[config.mk]
export PLATFORM = sky130hd
export DESIGN_NAME = spg_ctrl
export DESIGN_NICKNAME = d
export VERILOG_FILES = /design/src/sv/spg_pkg.sv /design/src/sv/spg_ctrl.sv
export SDC_FILE = /design/constraint.sdc
export NUM_CORES = 1
export LEC_CHECK = 0
export BUFFER_PORTS_ARGS = -buffer_cell sky130_fd_sc_hd__buf_4
export CORE_AREA = 2 2 39 41
export CTS_CLUSTER_SIZE = 40
export DETAILED_ROUTE_END_ITERATION = 6
export DIE_AREA = 0 0 41 43
export GPL_ROUTABILITY_DRIVEN = 0
export PLACE_DENSITY = 0.79
export RECOVER_POWER = 50
export SLEW_MARGIN = 25
export SYNTH_ARGS = -nofsm -noshare
export SYNTH_HDL_FRONTEND = slang
export SYNTH_SLANG_ARGS = --single-unit
[constraint.sdc]
create_clock -name clk -period 2 [get_ports clk]
set_input_delay 0.4 -clock clk [delete_from_list [all_inputs] [get_ports clk]]
set_output_delay 0.4 -clock clk [all_outputs]
set_load 0.01 [all_outputs]
[src/sv/spg_pkg.sv]
// Shared types and constants for the scanline polygon span generator.
// No dependencies.
package spg_pkg;

	localparam int MaxVertsDef     = 64;
	localparam int MaxCrossingsDef = 64;
	localparam int ResultLimit     = 32;

	localparam logic [1:0] RegClipEnable = 2'd0;
	localparam logic [1:0] RegClipXMin   = 2'd1;
	localparam logic [1:0] RegClipXMax   = 2'd2;

	typedef enum logic [3:0] {
		ST_IDLE,
		ST_LOAD,
		ST_RD0,
		ST_EDGE,
		ST_DIV,
		ST_WRX,
		ST_SORT_RD,
		ST_SORT_CMP,
		ST_SORT_WR,
		ST_PAIR_RD,
		ST_PAIR_A,
		ST_PAIR_B,
		ST_EMPTY
	} state_t;

	// controller to datapath
	typedef struct packed {
		logic load;       // write vertex
		logic scan_init;  // latch scan row, clear counters
		logic edge_rd;    // read vertex i / next
		logic edge_eval;  // compute edge test, start divide
		logic div_step;   // one quotient bit
		logic wr_cross;   // store crossing
		logic sort_rd;    // read pair j, j+1
		logic sort_wr;    // write swapped pair
		logic pair_rd;    // read pair
		logic pair_a;
		logic pair_b;     // emit pair, advance index
		logic emit_empty;
		logic [1:0] sel;  // misc step select
	} spg_cmd_t;

	// datapath to controller
	typedef struct packed {
		logic edge_last;   // current edge is the last one
		logic no_verts;
		logic crosses;     // edge crosses the scanline
		logic cross_full;
		logic div_done;
		logic need_swap;
		logic sort_inner_end;
		logic sort_done;
		logic pair_end;
		logic any_emitted;
	} spg_stat_t;

endpackage

[src/sv/spg_ctrl.sv]
// Controller state machine for the span generator.
// Depends on spg_pkg.
module spg_ctrl import spg_pkg::*; (
	input  logic      clk,
	input  logic      arst_n,
	input  logic      start,
	input  logic      cmd,
	input  spg_stat_t st,
	output spg_cmd_t  cm,
	output logic      busy
);

	state_t state_q, state_d;

	always_ff @(posedge clk or negedge arst_n) begin
		if (!arst_n) state_q <= ST_IDLE;
		else state_q <= state_d;
	end

	always_comb begin
		state_d = state_q;
		cm = '0;
		busy = (state_q != ST_IDLE);
		unique case (state_q)
			ST_IDLE: begin
				if (start) begin
					if (!cmd) begin
						cm.load = 1'b1;
					end else begin
						cm.scan_init = 1'b1;
						state_d = ST_RD0;
					end
				end
			end
			ST_LOAD: state_d = ST_IDLE;
			ST_RD0: begin
				if (st.no_verts) state_d = ST_SORT_RD;
				else begin
					cm.edge_rd = 1'b1;
					state_d = ST_EDGE;
				end
			end
			ST_EDGE: begin
				cm.edge_eval = 1'b1;
				if (st.crosses && st.cross_full) state_d = ST_SORT_RD;
				else if (st.crosses) state_d = ST_DIV;
				else if (st.edge_last) state_d = ST_SORT_RD;
				else state_d = ST_RD0;
			end
			ST_DIV: begin
				cm.div_step = 1'b1;
				if (st.div_done) state_d = ST_WRX;
			end
			ST_WRX: begin
				cm.wr_cross = 1'b1;
				state_d = st.edge_last ? ST_SORT_RD : ST_RD0;
			end
			ST_SORT_RD: begin
				if (st.sort_done) state_d = ST_PAIR_RD;
				else begin
					cm.sort_rd = 1'b1;
					state_d = ST_SORT_CMP;
				end
			end
			ST_SORT_CMP: begin
				if (st.need_swap) state_d = ST_SORT_WR;
				else begin
					cm.sel = 2'd1;
					state_d = ST_SORT_RD;
				end
			end
			ST_SORT_WR: begin
				cm.sort_wr = 1'b1;
				state_d = ST_SORT_RD;
			end
			ST_PAIR_RD: begin
				if (st.pair_end) state_d = st.any_emitted ? ST_IDLE : ST_EMPTY;
				else begin
					cm.pair_rd = 1'b1;
					state_d = ST_PAIR_A;
				end
			end
			ST_PAIR_A: begin
				cm.pair_a = 1'b1;
				state_d = ST_PAIR_B;
			end
			ST_PAIR_B: begin
				cm.pair_b = 1'b1;
				state_d = ST_PAIR_RD;
			end
			ST_EMPTY: begin
				cm.emit_empty = 1'b1;
				state_d = ST_IDLE;
			end
			default: state_d = ST_IDLE;
		endcase
	end

endmodule

==> qor.txt <==
Most frequent cells in the layout - 25 x buf_4, 11 x nand2_1, 6 x nor2_1
Lkg Pwr - 0.0003562 uW
Worst Path Arrival - 1.47 ns
Regs by FF count - state_q (4)
Pwr Density - 1197 nW/um2
Area of the multi-input gates - 372.9 um2
# DRC - 0
Area Overhead vs Synth - 40.87%
CP endpoint kind - output pin
Buffers on Ports - 26
Max cap viols - 0
Reg2reg start - state_q[3]
Psw - 413.9 uW
Post-synth ARST share - 100.0%
Post-Syn Area per Cell - 7.654 um2
Area of the core - 1384 um2
Clock Pin Slew Worst Setup and Hold Paths - 0.04 ns
Max H-tree Level - 1
Fillcell total - 131
R2R cell count - 6
WS Path Type - register to output pin
Total power - 877.3 uW
Largest Register - state_q
Reg power frac - 22.3%
TritonCTS clock tree - yes
Synth Flop Type - dfrtp_1
Clock group share of total power - 12.1%
Synth Net Count - 86
Worst hold path type - input pin to asynchronous set/reset pin
Post-synth EDFFs - 0
Sw Share - 47.17%
Max reg flops - 4
Worst endpoint required time - 1.60 ns
FF-to-FF End - state_q[2]
Syn Inst Count - 68
Status - complete, no violations
Number of global-route vias before repair - 490
Chip width - 41 um
RSZ-0062 raised after global routing - true
Total gr overflow - 0
Fin. Hold Viols - 0
1st-pass router iterations - 4
FF+latch count, synth - 4
FP Rows - 14
Via Count - 581
Worst-path fanout max - 9
Initial Utilization - 37.61%
CTS root buffer - clkbuf_4
Reg area - 101.3 um2
Gate power share - 65.6%
Reg-to-reg setup timing slack - 0.40 ns
Total global routing track utilization - 15.94%
Max frequency - 534.4 MHz
Mapped Area - 520.5 um2
DR iter-0 viols - 21
Antenna-violating nets left - 0
Cell Int Power - 463.5 uW
Die area - 1763 um2
Commonest non-fill, non-tap cell in the layout - buf_4
Yosys warning total - 0
Final Critical Period - 1.871 ns
Final Setup Violations - 0
First-pass GRT wire length - 1966 um
Initial antenna violation count - 0
Routed Wire Length - 1214 um
Sequential fraction of the synthesis area - 19.23%
Count of different cell masters after synthesis - 33
Via/cell ratio - 5.282
CTS Buf Count - 3
Postcts setup bufs - 0
Post-detail-place hpwl - 933.7 um
Final nets - 114
Startpoint types - register
Clock Path Buffers - 2
I/O pin total - 29
Fin. max-slew vios - 0
Period utilization - 93.57%
Fin Clk Skew - 0.003548 ns
CTS sink count - 4
Die span in y - 43 um
Final core occ - 52.98%
Pin count of the biggest net entering global routing - 19
VDD IR-drop max - 0.0005612 V
Share of cells above drive strength 1 - 41.49%
Antenna diodes - 0
Clk_lat worst skew - 0.24 ns
Wire per inst - 11.04 um
-- worst max path at each step --
stage,cells past startpoint,from,endpoint
floorplan,4,state_q[2],cm[13]
global placement,5,state_q[3],cm[0]
detailed placement,5,state_q[3],cm[0]
CTS,5,state_q[3],cm[0]
global route,5,state_q[3],cm[0]
finish,5,state_q[3],cm[0]
-- area by class of cell --
type / count / area share, %
Clock buffer: 3 / 3.072
Inverter: 4 / 2.048
Multi-Input combinational cell: 56 / 50.85
Sequential cell: 4 / 13.82
Tap cell: 16 / 2.730
Timing Repair Buffer: 27 / 27.47
-- worst max-delay path, stage by stage, from the launching register on --
cell and delay, ns:
dfrtp_1 0.40, inv_1 0.09, ha_2 0.26, nand2_1 0.11
nor3b_1 0.21, buf_4 0.15
-- layer usage --
layer	part of all wire, %	up-vias	track usage (%)
met5	0	-	0
met4	1.2	0	6.000
met3	7.2	2	1.571
met2	50	26	27.19
met1	42	261	19.28
li1	-	292	-
-- Yosys cell counts (2+ instances only) --
cell type,count,area [um2]
buf_6,2,22.52
nor2_1,6,22.52
or2b_2,2,17.52
and3_1,2,12.51
inv_1,4,15.01
a211oi_1,3,22.52
ha_1,4,50.05
nor3b_1,2,15.01
dfrtp_1,4,100.1
o21ai_0,2,10.01
nand2_1,11,41.29
a21oi_1,3,15.01
and2_1,2,12.51
nand2b_1,2,12.51
-- power by group through the flow --
stage | combinational [uW] | sequential (uW) | clock [uW]
final | 576 | 195 | 106
after global routing | 646 | 203 | 110
after CTS | 596 | 191 | 107
after detailed placement | 592 | 193 | 0
after floorplan | 483 | 146 | 0
after global placement | 585 | 192 | 0
-- kinds of logic after synthesis --
logic type / share of synthesized area [%]
adder cells (fa/ha/maj): 9.616
multiplexers: 2.163
AND/OR/NAND/NOR: 38.94
buffers and inverters: 9.614
other: 0.7205
flip-flops: 19.23
AO/OA/AOI/OAI: 19.71
-- metrics by stage --
step	hold slack, ns	instance area [um2]	std cells	setup TNS (ns)	worst slack, ns
after CTS	0.4920	733.2	110	0	0.05401
after detailed placement	0.1960	700.7	106	0	0.3255
after floorplan	0.1044	520.5	68	0	0.4157
after global placement	0.1957	700.7	106	0	0.3174
after global routing	0.5338	733.2	110	-0.02687	-0.02687
final	0.5063	733.2	110	0	0.1286
-- repair_timing --
action,4_1_cts,5_1_grt
resized for setup,0,3
setup endpoints to repair,0,3
hold endpoints to repair,4,0
hold buffers,1,0
Power figures use the tool's default switching activity.
